[src/hw/rtl/isdf_pkg.sv]
// Shared types and constants for the IPv4 source drop filter.
package isdf_pkg;

	localparam int unsigned TABLE_ENTRIES_DEF = 1024;

	localparam logic [1:0] CMD_BYTE    = 2'd0;
	localparam logic [1:0] CMD_INSTALL = 2'd1;
	localparam logic [1:0] CMD_READ    = 2'd2;

	localparam logic [1:0] KIND_VERDICT = 2'd0;
	localparam logic [1:0] KIND_ACK     = 2'd1;
	localparam logic [1:0] KIND_READ    = 2'd2;

	localparam logic [2:0] CAUSE_COUNTED  = 3'd0;
	localparam logic [2:0] CAUSE_NOT_IPV4 = 3'd1;
	localparam logic [2:0] CAUSE_BAD_HDR  = 3'd2;
	localparam logic [2:0] CAUSE_OTHER_IF = 3'd3;
	localparam logic [2:0] CAUSE_NONE     = 3'd4;

	localparam logic [15:0] ETHERTYPE_IPV4 = 16'h0800;
	localparam logic [15:0] ETH_HDR_LEN    = 16'd14;
	localparam logic [15:0] POS_MAX        = 16'hFFFF;
	localparam logic [3:0]  IHL_MIN        = 4'd5;

	typedef enum logic [1:0] {
		JOB_DONE,
		JOB_LOOKUP,
		JOB_INSTALL,
		JOB_READ
	} job_kind_t;

	typedef struct packed {
		job_kind_t   kind;
		logic [2:0]  cause;
		logic [31:0] key;
		logic [15:0] len;
	} job_t;

	typedef enum logic [1:0] {
		ST_IDLE,
		ST_SCAN,
		ST_CMP
	} back_state_t;

	typedef struct packed {
		logic [1:0]  command;
		logic [7:0]  data_byte;
		logic        last;
		logic [15:0] ingress_if;
		logic [31:0] key_address;
	} item_t;

	typedef struct packed {
		logic [1:0]  kind;
		logic        verdict;
		logic [15:0] egress_if;
		logic [2:0]  drop_cause;
		logic        found;
		logic        table_full;
		logic [63:0] packet_count;
		logic [63:0] byte_count;
	} result_t;

endpackage

[src/hw/rtl/isdf_front.sv]
// Frame parser and classifier: turns accepted items into table jobs.
module isdf_front (
	input  logic                clk,
	input  logic                arst_n,
	input  logic                accept,
	input  isdf_pkg::item_t     item,
	input  logic [15:0]         watched_if,
	output logic                job_push,
	output isdf_pkg::job_t      job
);

	logic [15:0] pos_q, pos_n;
	logic [15:0] eth_q, eth_n;
	logic [3:0]  ihl_q, ihl_n;
	logic [31:0] src_q, src_n;
	logic        is_byte;

	assign is_byte = (item.command == isdf_pkg::CMD_BYTE);

	always_comb begin
		pos_n = (pos_q == isdf_pkg::POS_MAX) ? pos_q : pos_q + 16'd1;
		eth_n = (pos_q == 16'd12 || pos_q == 16'd13) ? {eth_q[7:0], item.data_byte} : eth_q;
		ihl_n = (pos_q == 16'd14) ? item.data_byte[3:0] : ihl_q;
		src_n = (pos_q >= 16'd26 && pos_q <= 16'd29) ? {src_q[23:0], item.data_byte} : src_q;
	end

	always_comb begin
		job.key   = item.key_address;
		job.len   = pos_n;
		job.cause = isdf_pkg::CAUSE_NONE;
		job.kind  = isdf_pkg::JOB_DONE;
		job_push  = 1'b0;
		case (item.command)
			isdf_pkg::CMD_INSTALL: begin
				job.kind = isdf_pkg::JOB_INSTALL;
				job_push = accept;
			end
			isdf_pkg::CMD_READ: begin
				job.kind = isdf_pkg::JOB_READ;
				job_push = accept;
			end
			isdf_pkg::CMD_BYTE: begin
				job_push = accept & item.last;
				if (pos_n < isdf_pkg::ETH_HDR_LEN || eth_n != isdf_pkg::ETHERTYPE_IPV4) begin
					job.cause = isdf_pkg::CAUSE_NOT_IPV4;
				end else if (ihl_n < isdf_pkg::IHL_MIN
						|| pos_n < isdf_pkg::ETH_HDR_LEN + {10'd0, ihl_n, 2'b00}) begin
					job.cause = isdf_pkg::CAUSE_BAD_HDR;
				end else if (item.ingress_if != watched_if) begin
					job.cause = isdf_pkg::CAUSE_OTHER_IF;
				end else begin
					job.kind = isdf_pkg::JOB_LOOKUP;
					job.key  = src_n;
				end
			end
			default: begin
				job_push = 1'b0;
			end
		endcase
	end

	always_ff @(posedge clk or negedge arst_n) begin
		if (!arst_n) begin
			pos_q <= '0;
			eth_q <= '0;
			ihl_q <= '0;
			src_q <= '0;
		end else if (accept && is_byte) begin
			if (item.last) begin
				pos_q <= '0;
				eth_q <= '0;
				ihl_q <= '0;
				src_q <= '0;
			end else begin
				pos_q <= pos_n;
				eth_q <= eth_n;
				ihl_q <= ihl_n;
				src_q <= src_n;
			end
		end
	end

endmodule

[config.mk]
export PLATFORM = sky130hd
export DESIGN_NAME = isdf_front
export DESIGN_NICKNAME = d
export VERILOG_FILES = /design/src/hw/rtl/isdf_pkg.sv /design/src/hw/rtl/isdf_front.sv
export SDC_FILE = /design/constraint.sdc
export NUM_CORES = 1
export LEC_CHECK = 0
export BUFFER_PORTS_ARGS = -buffer_cell sky130_fd_sc_hd__buf_4
export CORE_MARGIN = 4
export CORE_UTILIZATION = 35
export CTS_CLUSTER_SIZE = 40
export DETAILED_ROUTE_END_ITERATION = 7
export PLACE_DENSITY_LB_ADDON = 0.25
export SLEW_MARGIN = 25
export SYNTH_ARGS = -nofsm -noshare
export SYNTH_HDL_FRONTEND = slang
export SYNTH_SLANG_ARGS = --single-unit
export TNS_END_PERCENT = 100
[constraint.sdc]
create_clock -name clk -period 5.4 [get_ports clk]
set_input_delay 0.81 -clock clk [delete_from_list [all_inputs] [get_ports clk]]
set_output_delay 0.81 -clock clk [all_outputs]
set_load 0.005 [all_outputs]
# --- Word-level counts from Yosys, hierarchy flattened ---
# Cells that the tools add are included.
totals:
  register_bits: 68
  output_inout_bits: 54
  wordCells: 47
classes:
  add_sub_neg: 2
  order_cmp: 5
  eq_ne: 8
  mux: 20
  n_bitwise: 1
  reduce_logical: 7
ops:
  columns: ["cell", "n"]
  rows:
  - ["$mux 32", 5]
  - ["$mux 16", 4]
  - ["$eq 16x4->1 const B", 3]
  - ["$mux 35", 1]
  - ["$add 16x1->16 const B", 1]
  - ["$eq 16x16->1 const B", 1]
  - ["$ge 16x5->1 const B", 1]
  - ["$le 16x5->1 const B", 1]
  - ["$lt 16x4->1 const B", 1]
  - ["$lt 16x7->1", 1]
  - ["$ne 16x12->1 const B", 1]
  - ["$ne 16x16->1", 1]
  - ["$mux 3", 3]
  - ["$mux 4", 2]
  - ["$add 4x6->7 const A", 1]
  - ["$pmux 2 s3", 1]
  - ["$lt 4x3->1 const B", 1]
  - ["$logic_or 1x1->1", 3]
  - ["$mux 1", 3]
  - ["$eq 2x1->1 const B", 1]
  - ["$eq 2x2->1 const B", 1]
  - ["$logic_and 1x1->1", 2]
  - ["$logic_not 2->1", 1]
  - ["$pmux 1 s2", 1]
  - ["2 further kinds", 2]

# --- Longest topological paths before layout ---
depth:
  depth_word: 8
  depth_mapped: 18
  mapped_depth_nobuf: 17

# --- Worst setup path after synthesis ---
# Ideal clock, no wire load.
synth_path:
  path_type: "register to output"
  startpoint: "register pos_q[0]"
  endpoint: "output job[19] (netlist name)"
  t_arrival_ps: 3924
  required_ps: 4590
  setup_slack_ps: 666
  path_stages_with_launch: 19
  cell_sequence: "dfrtp_1 inv_1 ha_1 and4b_1 nand4_1 mux2i_1 nand2_1 nand3_1 nor3b_1 a21oi_1 ha_1 a211oi_1 a21oi_1 a21boi_0 a41oi_2 a41o_1 a211oi_4 buf_8 mux2_4"
synth_lines:
  columns: ["element", "line_no", "rtl"]
  rows:
  - ["start: declaration", "isdf_front.sv:12", "logic [15:0] pos_q, pos_n;"]
  - ["start signal: assignment", "isdf_front.sv:75", "pos_q <= pos_n;"]
  - ["end: declaration", "isdf_front.sv:9", "output isdf_pkg::job_t job"]

==> key figures <==
Critical path
  • Arrival time at the worst endpoint: 4.32 ns
  • WP buf/inv: 6
  • R2R depth: 7
  • RR Startpoint: pos_q[6]$_DFFE_PN0P_
  • Reg2reg setup slack: 2.58 ns
  • Slowest cell on crit path: dfrtp_2
  • R2R Path End: src_q[27]$_DFFE_PN0P_
  • Setup crit start kind: flop
  • Endpoint type of the worst setup path: output port
  • Crit path largest cell delay: 0.40 ns
  • WS Path Type: reg -> out
  • Worst endpoint required time: 4.59 ns
  • Cell family with most CP delay: compound AO/OA/AOI/OAI gates
  • Crit Path Max Fanout: 9
  • Most common cell on crit path: buf_4
  • Crit-path cells: buf_4, ha_1, and3_1, nand4_1, nand4_1, xor2_1, inv_1, ha_1, a211oi_2, a21oi_2, buf_4, a41oi_2, a41o_1, a211oi_4, buf_6, buf_12, mux2_2, buf_4

Floorplan
  • I/O pins: 132
  • Die Y: 129.7 um
  • Core area: 14530 um^2
  • Starting Density: 0.3564
  • Die X: about 130 um
  • Die footprint: 16810 um^2
  • Placement Rows: 44

Finish
  • Area Growth Syn to Fin: 31.64%
  • Fin nets: ~780
  • Final Util: 0.4692
  • Commonest non-fill, non-tap cell in the layout: buf_4
  • Number of diodes: 0
  • Layout cells sized above 1: 0.3797
  • Most frequent cells in the layout: 148 x buf_4, 72 x nand2_1, 66 x dfrtp_1

STA
  • Final Hold Fails: 0
  • RSZ-0062 raised after global routing: false
  • Final Max Tran Viols: 0
  • Max_slew headroom: 0.3998
  • Worst Skew: 0.006982 ns
  • Least-Margin Pin Slew: 0.9002 ns
  • Setup-failing EPs final: 0
  • Max Fclk: ~190 MHz
  • Worst setup margin: 0.2683 ns
  • Fin crit share: 0.9503
  • Final critical-path required period: between 5 and 6 ns
  • TNS Setup: 0 ns

Yosys
  • Yosys warns: 0
  • Adder-Cell Fraction of Synth Area: 0.03140
  • Distinct cell type count of the synthesized netlist: 50
  • Syn_nets: ~660
  • Post-synth ARST share: 1.000
  • EDFF count, synth: 0
  • Mapped Cells: 565
  • Avg Inst Size Synth: 9.168 um^2
  • Post-synthesis sequential area ratio: 0.3285
  • Xor and xnor area share after synthesis: 0.04565
  • Cell Area, Synth: 5180 um^2
  • Simple-Gate Fraction of Synth Area: 0.1681
  • Compound-Gate Fraction of Synth Area: 0.1954
  • Post-synthesis mux area share: 0.1809
  • Seq cells post-synth: 68
  • Largest family of logic cells by synthesized area: compound AO/OA/AOI/OAI gates
  • Main flop type after synthesis: dfrtp_1

GRT
  • GRT Total Usage: 0.1756
  • Antenna violations before repair: 0
  • Global route overflow: 0
  • Vias in the first global route: 4606
  • Largest net degree at the start of global routing: just under 70
  • First-pass GRT wire length: approximately 24000 um

Worst hold path
  • Hold endpoint: src_q[25]$_DFFE_PN0P_
  • Worst Hold Class: reg -> reg
  • Min-delay src: src_q[25]$_DFFE_PN0P_
  • WHS Path Cells: 2

Power
  • Total power: 1.647 mW
  • Pwr Density: 241.6 nW/um^2
  • Max IR drop VDD: about 180 uV
  • P_leak: 3.157 nW

Run status
  • Outcome: finished clean

Clocking
  • Clk Latency, worst-skew pair: 0.33 ns
  • TritonCTS clock tree: yes
  • CTS max path bufs: 2
  • CTS Sinks: 68
  • Worst-path clk slew: 0.06 ns
  • CTS Buf Count: 9
  • CTS Root Buffer Type: clkbuf_16
  • H-Tree Depth: 3

Placement
  • Port-buffer cells: 131
  • Post-detail-place hpwl: 10820 um
  • Post-Place Setup Slack: between 0.1 and 0.15 ns
  • Routability Congestion: 0.9169

Detailed routing
  • # DRC: 0
  • Vias: 4840
  • DRT Pass-1 Iters: 5
  • Total wire length: between 15000 and 20000 um
  • DRT iter0 DRCs: 454
  • Avg WL per Cell: 17.69 um
  • Vias per cell: around 5.5
  • Final ANT Viol Nets: 0

Flow run
  • Max Cap Viol: 0
==> worst min-delay path: stages, from the launching register on <==
cell and delay, ns:
dfrtp_1 0.36, nand2_1 0.05, o21ai_0 0.06
==> kinds of logic after synthesis <==
group,after synthesis
xor gates and xnor gates,27
AOI/OAI and AO/OA,157
DFF,68
muxes,74
and+or+nand+nor,169
adders and majority gates,13
buffers and inverters,57
==> worst max path at each step <==
stage	from	endpoint	slack, ns	cells after the start
6_report	pos_q[0]$_DFFE_PN0P_	job[17]	0.27	18
3_5_place_dp	pos_q[6]$_DFFE_PN0P_	job[17]	0.12	17
4_1_cts	pos_q[6]$_DFFE_PN0P_	job[17]	0.03	19
3_3_place_gp	pos_q[6]$_DFFE_PN0P_	job[17]	0.28	17
2_1_floorplan	pos_q[0]$_DFFE_PN0P_	job[19]	0.67	18
5_1_grt	pos_q[0]$_DFFE_PN0P_	job[17]	0.03	18
==> per-layer routing <==
layer | vias up | global-route usage | routed length (um)
met1 | 2353 | 0.2411 | 6893
met5 | - | 0 | 0
met3 | 19 | 0.02721 | 870
met4 | 0 | 0.06174 | 247
li1 | 2311 | - | -
met2 | 157 | 0.2815 | 7453
==> registers in the layout (all words and copies together), names as in the netlist <==
register	flops
pos_q	16
src_q	32
eth_q	16
ihl_q	4
==> timing repair <==
action | in CTS | in global routing
setup buffers | 5 | 2
hold buffers | 0 | 0
endpoints found under the setup margin | 33 | 33
pin swaps | 2 | 4
resized for setup | 7 | 14
endpoints found under the hold margin | 0 | 0
gates cloned | 1 | 1
==> synthesized netlist by cell type, types with 8 or more instances <==
cell | instances | area share
buf_2 | 9 | 0.0087
a21oi_1 | 16 | 0.015
nand3_1 | 10 | 0.0097
a22oi_1 | 48 | 0.070
dfrtp_1 | 68 | 0.33
mux2_4 | 30 | 0.087
nor4_1 | 9 | 0.011
ha_1 | 13 | 0.031
xor2_1 | 19 | 0.032
clkbuf_1 | 33 | 0.024
mux2_2 | 37 | 0.080
nand2_1 | 74 | 0.054
o21ai_0 | 65 | 0.063
nor2_1 | 22 | 0.016
xnor2_1 | 8 | 0.014
inv_1 | 12 | 0.0087
nand4_1 | 14 | 0.017
==> area by class of cell <==
class | instances | area [um^2]
fillers | 1383 | 7715
inverters | 12 | 45.04
multi-input cells | 440 | 3309
flip-flops and latches | 68 | 1704
clock inverters | 5 | 60.06
repair buffers | 154 | 1217
well taps | 184 | 230.2
clock buffers | 11 | 252.7
==> per-stage QoR <==
stage | hold slack, ns | cells | area (um^2)
finish | 0.5065 | 874 | 6819
global route | 0.5257 | 874 | 6819
CTS | 0.5065 | 871 | 6723
detailed placement | 0.4810 | 849 | 6310
global placement | 0.4792 | 849 | 6310
floorplan | 0.4496 | 565 | 5180
==> report_power, final <==
group	internal, mW	switching, mW
sequential	0.574	0.0835
combinational	0.205	0.174
clock	0.383	0.227
total	1.16	0.485
Note: power is estimated with default switching activity, not from simulation.
