===== config.mk =====
export PLATFORM = sky130hd
export DESIGN_NAME = isdf_queue
export DESIGN_NICKNAME = d
export VERILOG_FILES = /design/src/hw/rtl/isdf_pkg.sv /design/src/hw/rtl/isdf_queue.sv
export SDC_FILE = /design/constraint.sdc
export NUM_CORES = 1
export LEC_CHECK = 0
export BUFFER_PORTS_ARGS = -buffer_cell sky130_fd_sc_hd__buf_2
export CORE_MARGIN = 5
export CORE_UTILIZATION = 56
export DETAILED_ROUTE_END_ITERATION = 6
export GPL_TIMING_DRIVEN = 0
export PLACE_DENSITY = 0.95
export SLEW_MARGIN = 20
export SYNTH_ARGS = -nofsm -noshare
export SYNTH_HDL_FRONTEND = slang
export SYNTH_SLANG_ARGS = --single-unit

===== constraint.sdc =====
create_clock -name clk -period 5.1 [get_ports clk]
set_clock_uncertainty 0.05 [all_clocks]
set_input_delay 0.765 -clock clk [delete_from_list [all_inputs] [get_ports clk]]
set_output_delay 0.765 -clock clk [all_outputs]
set_load 0.05 [all_outputs]

===== src/hw/rtl/isdf_pkg.sv =====
// Shared types and constants for the IPv4 source drop filter.
package isdf_pkg;

	localparam int unsigned TABLE_ENTRIES_DEF = 1024;

	localparam logic [1:0] CMD_BYTE    = 2'd0;
	localparam logic [1:0] CMD_INSTALL = 2'd1;
	localparam logic [1:0] CMD_READ    = 2'd2;

	localparam logic [1:0] KIND_VERDICT = 2'd0;
	localparam logic [1:0] KIND_ACK     = 2'd1;
	localparam logic [1:0] KIND_READ    = 2'd2;

	localparam logic [2:0] CAUSE_COUNTED  = 3'd0;
	localparam logic [2:0] CAUSE_NOT_IPV4 = 3'd1;
	localparam logic [2:0] CAUSE_BAD_HDR  = 3'd2;
	localparam logic [2:0] CAUSE_OTHER_IF = 3'd3;
	localparam logic [2:0] CAUSE_NONE     = 3'd4;

	localparam logic [15:0] ETHERTYPE_IPV4 = 16'h0800;
	localparam logic [15:0] ETH_HDR_LEN    = 16'd14;
	localparam logic [15:0] POS_MAX        = 16'hFFFF;
	localparam logic [3:0]  IHL_MIN        = 4'd5;

	typedef enum logic [1:0] {
		JOB_DONE,
		JOB_LOOKUP,
		JOB_INSTALL,
		JOB_READ
	} job_kind_t;

	typedef struct packed {
		job_kind_t   kind;
		logic [2:0]  cause;
		logic [31:0] key;
		logic [15:0] len;
	} job_t;

	typedef enum logic [1:0] {
		ST_IDLE,
		ST_SCAN,
		ST_CMP
	} back_state_t;

	typedef struct packed {
		logic [1:0]  command;
		logic [7:0]  data_byte;
		logic        last;
		logic [15:0] ingress_if;
		logic [31:0] key_address;
	} item_t;

	typedef struct packed {
		logic [1:0]  kind;
		logic        verdict;
		logic [15:0] egress_if;
		logic [2:0]  drop_cause;
		logic        found;
		logic        table_full;
		logic [63:0] packet_count;
		logic [63:0] byte_count;
	} result_t;

endpackage


===== src/hw/rtl/isdf_queue.sv =====
// Two-entry job queue between the front and back parts.
module isdf_queue (
	input  logic            clk,
	input  logic            arst_n,
	input  logic            push,
	input  isdf_pkg::job_t  push_job,
	input  logic            pop,
	output isdf_pkg::job_t  head,
	output logic            empty,
	output logic            full
);

	isdf_pkg::job_t slot_q [2];
	logic           wp_q, rp_q;
	logic [1:0]     cnt_q;

	assign empty = (cnt_q == 2'd0);
	assign full  = (cnt_q == 2'd2);
	assign head  = slot_q[rp_q];

	always_ff @(posedge clk) begin
		if (push) begin
			slot_q[wp_q] <= push_job;
		end
	end

	always_ff @(posedge clk or negedge arst_n) begin
		if (!arst_n) begin
			wp_q  <= 1'b0;
			rp_q  <= 1'b0;
			cnt_q <= 2'd0;
		end else begin
			if (push) begin
				wp_q <= ~wp_q;
			end
			if (pop) begin
				rp_q <= ~rp_q;
			end
			cnt_q <= cnt_q + {1'b0, push} - {1'b0, pop};
		end
	end

endmodule


## Yosys cells after proc, flatten, opt, wreduce, memory -nomap -nowiden

Memories as Yosys holds them, arrays and structs flattened.
Index checks and enable logic that the tools add are counted.

| operators by class | value |
|---|---|
| add/sub/neg operators | 2 |
| eq/ne operators | 1 |
| muxes and demuxes | 2 |
| bitwise operators | 2 |
| reduce and logical (&&, ||, !) cells | 1 |

Operators with widths:

| operator | count |
|---|---|
| $add 2x1->2 | 1 |
| $eq 2x2->1 const B | 1 |
| $logic_not 2->1 | 1 |
| $mux 1 | 2 |
| $not 1->1 | 2 |
| $sub 2x1->2 | 1 |

| word-level totals | value |
|---|---|
| register bits after elaboration | 4 |
| memory bits (writable) | 106 |
| input bits | 57 |
| output and inout port bits | 55 |
| logic and storage cells | 12 |
| memories | 1 |

Memory list:

| name | depth | bits a word | rd ports | clocked after memory_dff | wr ports | RTL line | text |
|---|---|---|---|---|---|---|---|
| slot_q | 2 | 53 | 1 | 0 | 1 | isdf_queue.sv:13 | `isdf_pkg::job_t slot_q [2];` |

## Logic depth before layout (Yosys ltp)

Gate-level depths: netlist (run 1).

| logic depth | value |
|---|---|
| depth after elaboration | 2 |
| mapped depth | 5 |
| depth with buffers taken out | 5 |

## Worst setup path after synthesis (run 1)

OpenSTA, ideal clock, no wires.

| path | value |
|---|---|
| path type | input -> register |
| start point | input port push |
| end point | memory slot_q[0][0] (netlist bit), enable pin |
| setup time | 470 ps |
| arrival time | 3,110 ps |
| required time | 4,580 ps |
| slack | 1,470 ps |
| stages on the path | 1 |
| path buffers | 0 |
| cells stage by stage | nor2b_1 |

| between the ends | value |
|---|---|
| longest elaborated chain between the ends | 2 |

Ends and longest elaborated chain:

| item | RTL line | text |
|---|---|---|
| start: declaration | isdf_queue.sv:5 | `input logic push,` |
| $mux 1 | isdf_queue.sv:22 | `if (push) begin` |
| $mux 1 (not written as such) | isdf_queue.sv:23 | `slot_q[wp_q] <= push_job;` |
| end: declaration | isdf_queue.sv:13 |  |

No other way between the ends.

==> flow_summary.yaml, run 1 <==
worst_setup_path:
  worstSetupStartpoint: "rp_q"
  reg2regPathDepth: 1
  worst-setup-path-type: "flop to primary output"
  crit_chain: "buf_6, buf_12, mux2_4, buf_2"
  cp_top_family: "buffers and inverters"
  cp-start-kind: "flop"
  cp-end-kind: "primary output"
  cp_num_cells: 4
  crit_buf_inv: 3
  arrival_ns: 1.57
  critPathMaxFanout: 10
  crit_slowest_cell: "dfrtp_1"
  cp.required_ns: 4.28
  r2r_start: "wp_q"
  cp_slowest_stage_delay_ns: 0.35
global_route:
  grt_pass1_wl_um: 11100
  grt_max_degree: 54
  track_usage_pct: 15.1
  grt-ovfl-total: 0
  antenna_found_initial: 1
  grt_pass1_vias: 2238
timing:
  rsz0062_at_grt: "no"
  setup-tns-final_ns: 0
  hold_viol_final: 0
  period_needed_ns: 2.39
  period_share_pct: 46.8
  timing.fmax_mhz: 419
  setup_viol: 0
  relSlewSlack_pct: 52.7
  tightest_slew_ns: 0.709
  hold_ws_ns: 0.157
  setup_ws_ns: 2.71
  drv_slew: 0
layout:
  nFillCells: 480
  final_nets: 363
  seq_area_mm2: 0.00328
  fin_area_mm2: 0.00517
  areaGrowthSynthToFinish_pct: 21.0
  drive_above_1_share_pct: 60.5
  multi_input_area_um2: 880
  utilization_pct: 70.5
  n_antenna_cell: 0
clock_network:
  cts_tree: "yes"
  cts.clk_slew.worst_paths_ns: 0.09
  ctsResizeCount: 0
  postCtsSetupBuffers: 0
  cts_root_buf: "clkbuf_8"
  cts_buffer_depth: 2
  hold_buffers: 0
  insertion_delay_ns: 0.34
  h-tree-depth: 3
  cts.sinks: 110
  cts_made_buffers: 9
placement:
  routabilityCongestion: 0.677
  io_buffers: 111
  dpl_cell_area_mm2: 0.00500
  hpwl_um: 4990
  pre_cts_ws_ns: 3.07
drt:
  dr.first_iter.drc_count: 55
  ant_nets: 0
  first_pass_iters: 4
  wl_per_cell_um: 17.2
  wl_um: 7020
  route.detailed.drc: 0
  via_per_inst: 4.95
  vias: 2018
logic_synthesis:
  syn_avg_cell_area_um2: 23.7
  ys_top_cells_by_count: "edfxtp_1, mux2_4, buf_12"
  synth-edff-count: 106
  yosysSeqAreaShare_pct: 76.9
  yosysMostFrequentCell: "edfxtp_1"
  synth_top_area_share_pct: 74.5
  synth_warnings: 0
  yosys.area.top_type: "edfxtp_1"
  async_flop_share_pct: 3.64
  synth_nets: 239
  synth_area_mm2: 0.00427
  ys_seq_elements: 110
  ys_top_cells_by_area: "edfxtp_1, mux2_4, buf_12"
  synth_cells: 180
  synth.distinct_cells: 13
  ys.flop_type: "edfxtp_1"
floorplan:
  ios: 112
  coreArea_mm2: 0.00733
  die_w_um: 97.3
  die_y_um: 97.3
  rows: 31
  dieArea_mm2: 0.00947
  initial_utilization_pct: 58.3
power:
  p_int_mw: 1.93
  comb_power_share_pct: 48.2
  power_switching_mw: 1.35
  vdd_drop_max_mv: 0.391
  power.leakage_nw: 2.11
  power_density_mw_per_mm2: 634
  clock_power_share_pct: 13.6
  p_sw_share_pct: 41.1
  p_seq_share_pct: 38.2
job:
  max-cap-violations: 0
status:
  status: "completed"
worst_hold_path:
  timing.hold.worst.class: "input pin to asynchronous set/reset pin"
-- worst paths after layout --
check / end / slack (ns)
worst min-delay path: cnt_q[0] / 0.16
worst max-delay path: head[48] / 2.71
min in group clk: wp_q / 0.51
worst min register to register: wp_q / 0.51
worst max register to register: slot_q[1][3] / 3.60
max in group asynchronous: cnt_q[1] / 4.71
-- registers in the layout (all words and copies together), names as in the netlist --
name / count
slot_q: 106
rp_q: 1
wp_q: 1
cnt_q: 2
-- cell type report --
cell class / count / share of cell area (%)
buffer: 6 / 2.15
clock buffer: 10 / 2.47
clock inverter: 6 / 0.751
inverter: 2 / 0.145
multi-input combinational: 62 / 17.0
sequential: 110 / 63.5
tap: 99 / 2.40
timing repair buffer: 113 / 11.5
-- power by group through the flow --
stage	logic (mW)	registers (mW)	clock network [mW]
final	1.58	1.25	0.445
after floorplan	1.31	1.27	0
after detailed placement	1.60	1.28	0
after global routing	1.65	1.27	0.503
after CTS	1.60	1.25	0.458
after global placement	1.56	1.28	0
-- cells by family (layout without fill, tap and decap cells) --
group,after synthesis,in the layout,share of synthesized area (%)
flops,110,110,76.9
mux,53,53,18.3
buf+inv,8,137,2.78
simple gates,4,4,0.527
xor+xnor,3,3,0.967
fa+ha+maj,2,2,0.586
-- cell usage in the layout, fill, tap and decap left out, types with 2 or more instances in the layout --
master	synthesis	final
clkbuf_8	0	9
buf_12	5	7
buf_2	0	111
clkinv_1	0	2
edfxtp_1	106	106
mux2_4	49	49
xor2_1	2	2
ha_1	2	2
inv_1	2	2
dfrtp_1	4	4
clkinvlp_4	0	3
mux2_2	4	4
-- stage by stage --
step                std cells  power (mW)
floorplan                 180        2.57
global placement          390        2.83
detailed placement        392        2.87
CTS                       408        3.31
global route              408        3.42
finish                    408        3.28
-- per-layer routing --
layer	track usage (%)	vias up	wire length, um
met5	0	-	13
met4	5.43	2	68
met3	4.95	8	474
met2	26.9	76	3700
met1	16.8	983	2760
li1	-	949	-
(Power assumes the default switching activity.)
==> run 2, diff against run 1 <==
--- a/config.mk
+++ b/config.mk
@@ -7,10 +7,10 @@
 export LEC_CHECK = 0
 export BUFFER_PORTS_ARGS = -buffer_cell sky130_fd_sc_hd__buf_2
 export CORE_MARGIN = 5
-export CORE_UTILIZATION = 56
+export CORE_UTILIZATION = 47
 export DETAILED_ROUTE_END_ITERATION = 6
 export GPL_TIMING_DRIVEN = 0
-export PLACE_DENSITY = 0.95
+export PLACE_DENSITY = 0.87
 export SLEW_MARGIN = 20
 export SYNTH_ARGS = -nofsm -noshare
 export SYNTH_HDL_FRONTEND = slang
==> constraint.sdc (replaced) <==
create_clock -name clk -period 2.15 [get_ports clk]
set_clock_uncertainty 0.05 [all_clocks]
set_input_delay 0.3225 -clock clk [delete_from_list [all_inputs] [get_ports clk]]
set_output_delay 0.3225 -clock clk [all_outputs]
set_load 0.05 [all_outputs]
==> flow_summary.yaml, run 2 (synthesis results as in run 1) <==
status:
  status: "completed"
power:
  clock_power_share_pct: 14.0
  vdd_drop_max_mv: 0.842
  p_seq_share_pct: 37.8
  power.leakage_nw: 2.13
  p_sw_share_pct: 41.3
  p_int_mw: 4.61
  comb_power_share_pct: 48.3
  power_density_mw_per_mm2: 1510
  power_switching_mw: 3.24
clock_network:
  cts_tree: "yes"
  h-tree-depth: 3
  cts_made_buffers: 9
  insertion_delay_ns: 0.35
  cts.sinks: 110
  postCtsSetupBuffers: 0
  cts_root_buf: "clkbuf_8"
  cts_buffer_depth: 2
  cts.clk_slew.worst_paths_ns: 0.11
floorplan:
  die_w_um: 105
  ios: 112
  dieArea_mm2: 0.0111
  rows: 34
  die_y_um: 105
  initial_utilization_pct: 48.5
  coreArea_mm2: 0.00881
timing:
  tightest_slew_ns: 0.735
  setup_ws_ns: 0.176
  rsz0062_at_grt: "no"
  hold_viol_final: 0
  drv_slew: 0
  setup_viol: 0
  period_share_pct: 91.8
  period_needed_ns: 1.97
  relSlewSlack_pct: 51.0
  setup-tns-final_ns: 0
  timing.fmax_mhz: 507
layout:
  drive_above_1_share_pct: 61.0
  final_nets: 364
  utilization_pct: 59.2
  nFillCells: 654
  largest-register: "slot_q"
  n_antenna_cell: 0
  largest_reg_flops: 106
  areaGrowthSynthToFinish_pct: 21.9
  final_cell_mix: "buf_2, edfxtp_1, mux2_4, clkbuf_8, buf_12"
  layout_commonest_cell: "buf_2"
  top_regs: "slot_q: 106 flops, cnt_q: 2 flops"
global_route:
  grt_max_degree: 54
  grt_pass1_vias: 2245
  track_usage_pct: 13.2
  antenna_found_initial: 0
  grt_pass1_wl_um: 11300
  grt-ovfl-total: 0
drt:
  vias: 2001
  route.detailed.drc: 0
  via_per_inst: 4.79
  wl_per_cell_um: 17.0
  ant_nets: 0
  first_pass_iters: 4
  dr.first_iter.drc_count: 83
  wl_um: 7090
placement:
  routabilityCongestion: 0.656
  pre_cts_ws_ns: 0.511
  hpwl_um: 4970
  io_buffers: 111
worst_setup_path:
  cp-end-kind: "primary output"
  crit_chain: "buf_6, buf_12, mux2_4, buf_2"
  arrival_ns: 1.60
  critPathMaxFanout: 10
  cp-start-kind: "flop"
  cp.required_ns: 1.78
  crit_slowest_cell: "dfrtp_1"
  cp_slowest_stage_delay_ns: 0.35
  worst-setup-path-type: "flop to primary output"
worst_hold_path:
  timing.hold.worst.class: "input pin to flop"
job:
  max-cap-violations: 0
-- run 2: metal layers --
metal	share of wire [%]	vias up	global-route usage, %
met4	1.3	0	5.06
met2	52	72	23.0
li1	-	955	-
met1	39	966	15.1
met3	7.0	8	4.46
met5	0	-	0
-- run 2: through the flow --
| stage | total power, mW | cell area [um2] | std cells | hold slack, ns |
|---|---|---|---|---|
| floorplan | 6.10 | 4280 | 180 | -0.0231 |
| global placement | 6.73 | 4970 | 399 | 0.0786 |
| detailed placement | 6.86 | 5030 | 401 | 0.0831 |
| CTS | 7.95 | 5210 | 418 | 0.0749 |
| global route | 8.19 | 5210 | 418 | 0.0572 |
| finish | 7.84 | 5210 | 418 | 0.0903 |
-- run 2: layout make-up --
cell class	instances	area [um2]	share of cell area, %
Sequential cell	110	3280	63.0
Multi-Input combinational cell	62	880	16.9
Timing Repair Buffer	114	621	11.9
Tap cell	108	135	2.59
Clock buffer	9	124	2.38
Buffer	6	111	2.14
Clock inverter	7	47.5	0.913
Inverter	2	7.51	0.144
-- run 2: power groups by stage --
| stage | logic [mW] | registers [mW] | clock network (mW) |
|---|---|---|---|
| floorplan | 3.11 | 2.99 | 0 |
| global placement | 3.72 | 3.01 | 0 |
| detailed placement | 3.84 | 3.02 | 0 |
| CTS | 3.85 | 2.97 | 1.13 |
| global route | 3.96 | 3.00 | 1.23 |
| finish | 3.79 | 2.96 | 1.09 |
-- run 2: final timing paths --
check                           slack [ns]         start            end  depth (start not counted)
max in group asynchronous             1.70        arst_n           wp_q                          2
worst min register to register        0.50          wp_q           wp_q                          1
worst max-delay path                  0.18          rp_q       head[49]                          4
worst max register to register        0.57          wp_q  slot_q[0][12]                          2
min in group asynchronous             0.23        arst_n       cnt_q[1]                          2
worst min-delay path                  0.09  push_job[40]  slot_q[1][40]                          1
-- run 2: timing repair --
action	CTS	global route
hold buffers	1	0
hold endpoints to repair	4	0
gates resized for setup	0	0
endpoints found under the setup margin	0	0
-- run 2: worst max-delay path: cells and delay by family, from the launching register on --
family,cells,cell delay (ns)
buffers and inverters,3,0.58
DFF,1,0.35
muxes,1,0.31
